[config.mk]
export PLATFORM = sky130hd
export DESIGN_NAME = lfsr_piece_randomizer_core
export DESIGN_NICKNAME = d
export VERILOG_FILES = /design/src/hdl/lpr_pkg.sv /design/src/hdl/lfsr_piece_randomizer_core.sv /design/src/hdl/lpr_ctrl.sv /design/src/hdl/lpr_dp.sv
export SDC_FILE = /design/constraint.sdc
export NUM_CORES = 1
export LEC_CHECK = 0
export ABC_AREA = 1
export BUFFER_PORTS_ARGS = -buffer_cell sky130_fd_sc_hd__buf_2
export CAP_MARGIN = 20
export CORE_ASPECT_RATIO = 0.9
export CORE_MARGIN = 1
export CORE_UTILIZATION = 55
export CTS_CLUSTER_DIAMETER = 100
export DETAILED_ROUTE_END_ITERATION = 6
export PLACE_DENSITY = 0.81
export SYNTH_ARGS = -nofsm -noshare
export SYNTH_HDL_FRONTEND = slang
export SYNTH_HIERARCHICAL = 1
export SYNTH_SLANG_ARGS = --single-unit
[constraint.sdc]
create_clock -name clk -period 6.6 [get_ports clk]
set_input_delay 0.33 -clock clk [delete_from_list [all_inputs] [get_ports clk]]
set_output_delay 0.33 -clock clk [all_outputs]
set_load 0.005 [all_outputs]
[src/hdl/lpr_pkg.sv]
// ----------------------------------------------------------------------------
// lpr_pkg: shared types and constants for the piece randomizer
// Holds the controller states, the command and status bundles, the field
// widths, and the small tables used when a piece is rerolled.
// ----------------------------------------------------------------------------
package lpr_pkg;

  localparam int unsigned SR_W    = 16;
  localparam int unsigned CNT_W   = 8;
  localparam int unsigned PIECE_W = 3;
  localparam int unsigned STEP_W  = 5;
  localparam int unsigned SEED_W  = 24;

  // Previous-piece code meaning no piece has been produced yet.
  localparam logic [PIECE_W-1:0] NO_PIECE = 3'd7;
  // Step count that the state holds after reset.
  localparam logic [STEP_W-1:0] STEPS_RESET = 5'd19;
  localparam logic [STEP_W-1:0] STEP_BIAS   = 5'd3;
  localparam logic [STEP_W-1:0] STEP_ZERO_AS = 5'd16;

  typedef enum logic [1:0] {
    ST_IDLE,
    ST_SHIFT,
    ST_PICK,
    ST_REROLL
  } lpr_state_t;

  // Commands from the controller to the datapath.
  typedef struct packed {
    logic load;          // input transfer: optional reload, bump counter
    logic shift;         // advance the shift register by one step
    logic finish_direct; // take the first candidate as the piece
    logic finish_reroll; // take the rerolled value as the piece
  } lpr_cmd_t;

  // Status from the datapath to the controller.
  typedef struct packed {
    logic last_step;     // the current shift is the last of this piece
    logic need_reroll;   // first candidate is the none code or a repeat
  } lpr_status_t;

  // Offset added on a reroll, indexed by the previous piece.
  function automatic logic [4:0] reroll_offset(input logic [PIECE_W-1:0] prev);
    logic [4:0] off;
    unique case (prev)
      3'd0:    off = 5'd2;
      3'd1:    off = 5'd7;
      3'd2:    off = 5'd8;
      3'd3:    off = 5'd10;
      3'd4:    off = 5'd11;
      3'd5:    off = 5'd14;
      3'd6:    off = 5'd18;
      default: off = 5'd0;
    endcase
    return off;
  endfunction

  // Remainder by seven of a value that never exceeds 25.
  function automatic logic [PIECE_W-1:0] mod7(input logic [4:0] v);
    logic [4:0] r;
    if (v >= 5'd21) begin
      r = v - 5'd21;
    end else if (v >= 5'd14) begin
      r = v - 5'd14;
    end else if (v >= 5'd7) begin
      r = v - 5'd7;
    end else begin
      r = v;
    end
    return r[PIECE_W-1:0];
  endfunction

endpackage

[src/hdl/lfsr_piece_randomizer_core.sv]
// ----------------------------------------------------------------------------
// lfsr_piece_randomizer_core: seven-kind piece randomizer
// A 16-bit shift register advanced a seed-dependent number of steps per
// piece picks one of seven kinds, rerolling once on a repeat or the none code.
// ----------------------------------------------------------------------------
//
//   Channel  Ports                                    Direction
//   -------  ---------------------------------------  ---------
//   input    in_valid, in_stall, in_restart,          in
//            in_restart_seed
//   result   out_valid, out_stall, out_piece          out
//
// A piece passes through an accept, 4 to 19 shift steps with the shift
// register advancing one step per cycle, a pick, and a reroll when one is
// needed.
// One item is in flight at a time; a new item is taken while the previous
// piece still waits in the output register.
// Reset is synchronous: the shift register and counter clear, the previous
// piece becomes none and the step count becomes nineteen.
// A stalled output holds the piece and the block waits before finishing the
// next one.
module lfsr_piece_randomizer_core
  import lpr_pkg::*;
(
  input  logic               clk,
  input  logic               rst_n,
  input  logic               in_valid,
  output logic               in_stall,
  input  logic               in_restart,
  input  logic [SEED_W-1:0]  in_restart_seed,
  output logic               out_valid,
  input  logic               out_stall,
  output logic [PIECE_W-1:0] out_piece
);

  lpr_cmd_t    cmd;
  lpr_status_t status;

  // Sequencing controller.
  lpr_ctrl u_ctrl (
    .clk       (clk),
    .rst_n     (rst_n),
    .in_valid  (in_valid),
    .in_stall  (in_stall),
    .out_valid (out_valid),
    .out_stall (out_stall),
    .status    (status),
    .cmd       (cmd)
  );

  // Randomizer datapath.
  lpr_dp u_dp (
    .clk             (clk),
    .rst_n           (rst_n),
    .in_restart      (in_restart),
    .in_restart_seed (in_restart_seed),
    .cmd             (cmd),
    .status          (status),
    .out_piece       (out_piece)
  );

endmodule

[src/hdl/lpr_ctrl.sv]
// ----------------------------------------------------------------------------
// lpr_ctrl: sequencing controller for the piece randomizer
// Walks each piece through its shift steps, the pick and the optional reroll,
// and owns the handshake flags of both channels.
// ----------------------------------------------------------------------------
module lpr_ctrl
  import lpr_pkg::*;
(
  input  logic        clk,
  input  logic        rst_n,
  input  logic        in_valid,
  output logic        in_stall,
  output logic        out_valid,
  input  logic        out_stall,
  input  lpr_status_t status,
  output lpr_cmd_t    cmd
);

  lpr_state_t state_r;
  lpr_state_t state_nxt;
  logic       out_valid_r;
  logic       out_valid_nxt;
  logic       out_free;

  // The output register can take a new piece when empty or being drained.
  assign out_free  = !out_valid_r || !out_stall;
  assign in_stall  = (state_r != ST_IDLE);
  assign out_valid = out_valid_r;

  // State and output-valid registers.
  always_ff @(posedge clk) begin
    if (!rst_n) begin
      state_r     <= ST_IDLE;
      out_valid_r <= 1'b0;
    end else begin
      state_r     <= state_nxt;
      out_valid_r <= out_valid_nxt;
    end
  end

  // Next state and datapath commands.
  always_comb begin
    state_nxt = state_r;
    cmd       = '0;
    unique case (state_r)
      ST_IDLE: begin
        if (in_valid) begin
          cmd.load  = 1'b1;
          state_nxt = ST_SHIFT;
        end
      end
      ST_SHIFT: begin
        cmd.shift = 1'b1;
        if (status.last_step) begin
          state_nxt = ST_PICK;
        end
      end
      ST_PICK: begin
        if (status.need_reroll) begin
          cmd.shift = 1'b1;
          state_nxt = ST_REROLL;
        end else if (out_free) begin
          cmd.finish_direct = 1'b1;
          state_nxt         = ST_IDLE;
        end
      end
      ST_REROLL: begin
        if (out_free) begin
          cmd.finish_reroll = 1'b1;
          state_nxt         = ST_IDLE;
        end
      end
      default: begin
        state_nxt = ST_IDLE;
      end
    endcase
  end

  // A finished piece fills the output register; a transfer empties it.
  always_comb begin
    if (cmd.finish_direct || cmd.finish_reroll) begin
      out_valid_nxt = 1'b1;
    end else if (!out_stall) begin
      out_valid_nxt = 1'b0;
    end else begin
      out_valid_nxt = out_valid_r;
    end
  end

endmodule

[src/hdl/lpr_dp.sv]
// ----------------------------------------------------------------------------
// lpr_dp: datapath of the piece randomizer
// Holds the shift register, piece counter, previous piece, step count and
// the output register, and carries out the controller's commands.
// ----------------------------------------------------------------------------
module lpr_dp
  import lpr_pkg::*;
(
  input  logic               clk,
  input  logic               rst_n,
  input  logic               in_restart,
  input  logic [SEED_W-1:0]  in_restart_seed,
  input  lpr_cmd_t           cmd,
  output lpr_status_t        status,
  output logic [PIECE_W-1:0] out_piece
);

  logic [SR_W-1:0]    shift_reg_r;
  logic [SR_W-1:0]    shift_reg_nxt;
  logic [CNT_W-1:0]   spawn_r;
  logic [CNT_W-1:0]   spawn_nxt;
  logic [PIECE_W-1:0] last_r;
  logic [PIECE_W-1:0] last_nxt;
  logic [STEP_W-1:0]  steps_r;
  logic [STEP_W-1:0]  steps_nxt;
  logic [STEP_W-1:0]  cnt_r;
  logic [STEP_W-1:0]  cnt_nxt;
  logic [PIECE_W-1:0] piece_r;
  logic [PIECE_W-1:0] piece_nxt;

  logic [SR_W-1:0]    shifted;
  logic [STEP_W-1:0]  seed_steps;
  logic [3:0]         seed_hi;
  logic [PIECE_W-1:0] cand;
  logic [PIECE_W-1:0] rerolled;

  // One Fibonacci step: feedback is bit 1 xor bit 9, entering at the top.
  assign shifted = {shift_reg_r[1] ^ shift_reg_r[9], shift_reg_r[SR_W-1:1]};

  // Step count derived from a seed's counter byte; a zero high nibble
  // counts as sixteen.
  assign seed_hi    = in_restart_seed[7:4];
  assign seed_steps = ((seed_hi == 4'd0) ? STEP_ZERO_AS : {1'b0, seed_hi}) + STEP_BIAS;

  // First candidate and the rerolled value.
  assign cand     = shift_reg_r[10:8] + spawn_r[PIECE_W-1:0];
  assign rerolled = mod7({2'b00, shift_reg_r[10:8]} + reroll_offset(last_r));

  assign status.last_step   = (cnt_r == STEP_W'(1));
  assign status.need_reroll = (cand == NO_PIECE) || (cand == last_r);
  assign out_piece          = piece_r;

  // Next values of the state.
  always_comb begin
    shift_reg_nxt = shift_reg_r;
    spawn_nxt     = spawn_r;
    last_nxt      = last_r;
    steps_nxt     = steps_r;
    cnt_nxt       = cnt_r;
    piece_nxt     = piece_r;
    if (cmd.load) begin
      if (in_restart) begin
        shift_reg_nxt = in_restart_seed[SEED_W-1:CNT_W];
        spawn_nxt     = in_restart_seed[CNT_W-1:0] + CNT_W'(1);
        last_nxt      = NO_PIECE;
        steps_nxt     = seed_steps;
        cnt_nxt       = seed_steps;
      end else begin
        spawn_nxt = spawn_r + CNT_W'(1);
        cnt_nxt   = steps_r;
      end
    end
    if (cmd.shift) begin
      shift_reg_nxt = shifted;
      cnt_nxt       = cnt_r - STEP_W'(1);
    end
    if (cmd.finish_direct) begin
      piece_nxt = cand;
      last_nxt  = cand;
    end
    if (cmd.finish_reroll) begin
      piece_nxt = rerolled;
      last_nxt  = rerolled;
    end
  end

  // Randomizer state registers.
  always_ff @(posedge clk) begin
    if (!rst_n) begin
      shift_reg_r <= '0;
      spawn_r     <= '0;
      last_r      <= NO_PIECE;
      steps_r     <= STEPS_RESET;
    end else begin
      shift_reg_r <= shift_reg_nxt;
      spawn_r     <= spawn_nxt;
      last_r      <= last_nxt;
      steps_r     <= steps_nxt;
    end
  end

  // Step counter and output register carry payload only.
  always_ff @(posedge clk) begin
    cnt_r   <= cnt_nxt;
    piece_r <= piece_nxt;
  end

endmodule

==> Flow_metrics.wiki <==
{| class="wikitable"
! Metric !! Value
|-
| Synth area leaders || dfxtp_1 24%, nand2_1 15%, edfxtp_1 9.9%
|-
| Clock Skew || between 0.004 and 0.005 ns
|-
| Fraction of post-synthesis cell area in the top cell type by area || 0.240
|-
| Critical path data arrival time || between 3 and 4 ns
|-
| Pin count of the biggest net entering global routing || 30
|-
| Worst Reg2Reg Path Length in Cells || 10
|-
| Count of pins on the block boundary || 34
|-
| Crit start category || register
|-
| Number of input and output port buffers inserted || 31
|-
| Aggregate global-route resource usage || 0.236
|-
| Net count after synthesis || between 300 and 400
|-
| First-pass GRT wire length || 8780 um
|-
| Core ar. || 0.00416 mm2
|-
| Run status || complete, no violations
|-
| Adder-cell share of the synthesized area || 0.115
|-
| Post-synthesis compound-gate area fraction || 0.171
|-
| Root Driver || clkbuf_8
|-
| Starting density of the core || 0.582
|-
| TritonCTS clock tree || yes
|-
| Number of antenna violations at the first check in global routing || 0
|-
| Yosys top cell by area || dfxtp_1
|-
| Layout net count || 418
|-
| Count of unresolved DRC violations after routing || 0
|-
| Count of TritonRoute iterations in the first routing pass || 4
|-
| Achievable clock frequency || 260 MHz
|-
| Async set or reset register ratio after synthesis || 0
|-
| Proportion of layout cells with a drive suffix above 1 || 0.136
|-
| RSZ-0062 raised after global routing || false
|-
| Total CTS buffers || 5
|-
| Yosys warning total || 6
|-
| Mapped Cells || about 340
|-
| Leak || ~1.4 nW
|-
| Clock edge transition at the registers on the reported setup and hold paths || approximately 0.080 ns
|-
| Filler cell count || between 300 and 400
|-
| Final period util || 0.582
|-
| Area growth, synth to finish || 11.8%
|-
| Mean routed wirelength per cell || 11.6 um
|-
| Number of antenna diodes || 0
|-
| Biggest cell delay along the critical path || roughly 0.65 ns
|-
| Post-synth EDFFs || 8
|-
| Xor/xnor share of the synthesized area || 0.0501
|-
| Initial detailed-routing violation count || around 180
|-
| Series of cell instances along the critical path || ha_1 > fa_1 > xor2_1 > xor2_1 > o32ai_1 > nand2_1 > inv_1 > o21a_1 > clkinv_1 > nand2_1
|-
| Post-route antenna net violation count || 0
|-
| Top post-synthesis cells by count || 96 x nand2_1, 42 x inv_1, 39 x o21ai_0, 29 x dfxtp_1, 20 x nor2_1
|-
| Start-to-end type of the worst setup path || reg2reg
|-
| Clock period minus worst slack || about 3.8 ns
|-
| Hold Path Class || in2reg
|-
| Worst setup slack for register-to-register paths || about 2.8 ns
|-
| Dpl ws || around 2.8 ns
|-
| Most common flop cell mapped by yosys || dfxtp_1
|-
| Max VDD drop || approximately 210 uV
|-
| Utilization after layout || 0.651
|-
| Total length of routed wires || around 5000 um
|-
| Count of state elements after synthesis || 37
|-
| Die Ht || roughly 65 um
|-
| Setup violation total in the final timing report || 0
|-
| Hold endpoint || u_dp/shift_reg_r[7]$_SDFFE_PN0P_
|-
| Basic-gate share of the synthesized area counting and, or, nand and nor cells || 0.232
|-
| Chip Width || roughly 70 um
|-
| Maximum clock path buffer count || 2
|-
| Cell at the slowest stage of the critical path || clkinv_1
|-
| Number of global-route vias before repair || about 2000
|-
| Overflow after GRT || 0
|-
| Via count || approximately 2200
|-
| Launching point of the worst reg2reg path || u_dp/shift_reg_r[8]$_SDFFE_PN0P_
|-
| RR Endpoint || u_dp/cnt_r[2]$_DFFE_PP_
|-
| Avg Synthesized Cell Area || roughly 7 um2
|-
| Accumulated negative setup slack || 0 ns
|-
| Share of the yosys chip area belonging to registers || 0.339
|-
| Die footprint || ~0.0047 mm2
|-
| Number of hold buffers added after CTS || 0
|-
| Data required time of the critical path || ~6.6 ns
|-
| Post-detail-place hpwl || 3700 um
|-
| Power per cell area || around 420 mW/mm2
|-
| Number of different library cells in the post-synthesis netlist || 33
|-
| Final weighted congestion of routability-driven global placement || around 0.84
|-
| Count of endpoints failing hold in the final timing report || 0
|-
| Count of cells resized by post-cts repair || 0
|-
| Largest fanout on the critical path || 23
|-
| Cell area after synthesis || about 0.0024 mm2
|-
| Worst Setup End Kind || register
|-
| Main combinational cell family by area after synthesis || simple AND/OR/NAND/NOR gates
|-
| # clock sinks || 37
|-
| Max-capacitance violation count || 0
|-
| Per-cell via count in the routed design || just over 5
|-
| Final Worst Setup Slack || about 2.8 ns
|-
| Most common cell in the synthesized netlist || nand2_1
|-
| Transition time at the pin with the least slew margin || 0.804 ns
|-
| Source-to-sink clock delay at the later pin of the worst-skew pair || approximately 0.28 ns
|-
| Cell depth of the worst hold path || 3
|-
| Number of max-slew violations in the final report || 0
|-
| Deepest level of the CTS H-tree || 2
|-
| Multiplexer fraction of the synthesized cell area || 0.00827
|-
| Max-slew headroom || 0.464
|-
| Buffers inserted during post-CTS setup optimization || 0
|-
| Worst min-delay path startpoint || in_restart_seed[15]
|-
| Number of placement rows || 22
|}
## registers in the layout (all words and copies together) (netlist names)
signal and count:
u_dp/spawn_r 3, u_ctrl/out_valid 1, u_dp/steps_r 5, u_ctrl/state_r 2
u_dp/out_piece 3, u_dp/shift_reg_r 15, u_dp/cnt_r 5, u_dp/last_r 3
## final cells by class
class / instances / area (um2) / area share
Clock inverter: 3 / 21.3 / 0.00786
Sequential cell: 37 / 821 / 0.303
Inverter: 46 / 173 / 0.0638
Timing Repair Buffer: 31 / 155 / 0.0573
Clock buffer: 5 / 68.8 / 0.0254
Tap cell: 60 / 75.1 / 0.0277
Multi-Input combinational cell: 247 / 1390 / 0.515
## how the worst max path moves through the flow
stage                                startpoint                 endpoint  slack (ns)  depth (start not counted)
2_1_floorplan  u_dp/shift_reg_r[8]$_SDFFE_PN0P_  u_dp/cnt_r[0]$_DFFE_PP_        3.96                         11
3_3_place_gp   u_dp/shift_reg_r[8]$_SDFFE_PN0P_  u_dp/cnt_r[1]$_DFFE_PP_        2.85                         10
3_5_place_dp   u_dp/shift_reg_r[8]$_SDFFE_PN0P_  u_dp/cnt_r[2]$_DFFE_PP_        2.81                         10
4_1_cts        u_dp/shift_reg_r[8]$_SDFFE_PN0P_  u_dp/cnt_r[2]$_DFFE_PP_        2.77                         10
5_1_grt        u_dp/shift_reg_r[8]$_SDFFE_PN0P_  u_dp/cnt_r[3]$_DFFE_PP_        2.35                         10
6_report       u_dp/shift_reg_r[8]$_SDFFE_PN0P_  u_dp/cnt_r[2]$_DFFE_PP_        2.76                         10
## layout by cell type (no fill, tap or decap), drive strengths merged, types with 2 or more instances in the layout
cell    count
nand3      14
inv        46
buf        31
mux2i       2
dfxtp      29
fa          2
nor2       21
edfxtp      8
o21ai      40
xor2        9
or2         2
o22ai       3
a31oi      15
clkinv      2
o211ai      3
xnor2       4
clkbuf      5
ha         19
a21oi       9
nand2      99
## critical path, delay by kind of cell (launching register included)
kind                     cells  cell delay (ns)
AO/OA/AOI/OAI                2             0.81
XOR/XNOR                     2             0.50
adder cells (fa/ha/maj)      2             0.59
buffers and inverters        2             0.74
flip-flops                   1             0.35
AND/OR/NAND/NOR              2             0.53
## per-stage QoR
| step | instances | hold slack (ns) | cell area [um2] | power, mW |
|---|---|---|---|---|
| global route | 429 | 0.307 | 2710 | 1.24 |
| CTS | 429 | 0.295 | 2710 | 1.13 |
| global placement | 421 | 0.456 | 2620 | 0.941 |
| finish | 429 | 0.306 | 2710 | 1.13 |
| floorplan | 339 | 0.441 | 2420 | 0.833 |
| detailed placement | 421 | 0.463 | 2620 | 0.961 |
## layer usage
metal  vias to the layer above  wire, um  track usage
li1                       1161         -            -
met1                       984      2400        0.319
met2                        63      2310        0.390
met3                         2       256       0.0482
met4                         0        17       0.0515
met5                         -         0            0
## cells by family after synthesis
logic type               Yosys count
XOR/XNOR                          13
multiplexers                       2
AND/OR/NAND/NOR                  138
AO/OA/AOI/OAI                     73
adder cells (fa/ha/maj)           21
flip-flops                        37
buffers and inverters             55
## power breakdown
part           leakage, nW  internal (mW)  switching [mW]
Sequential           0.314          0.316          0.0548
Combinational         1.03          0.222           0.375
Clock               0.0445         0.0749          0.0842
(Power assumes the default switching activity.)
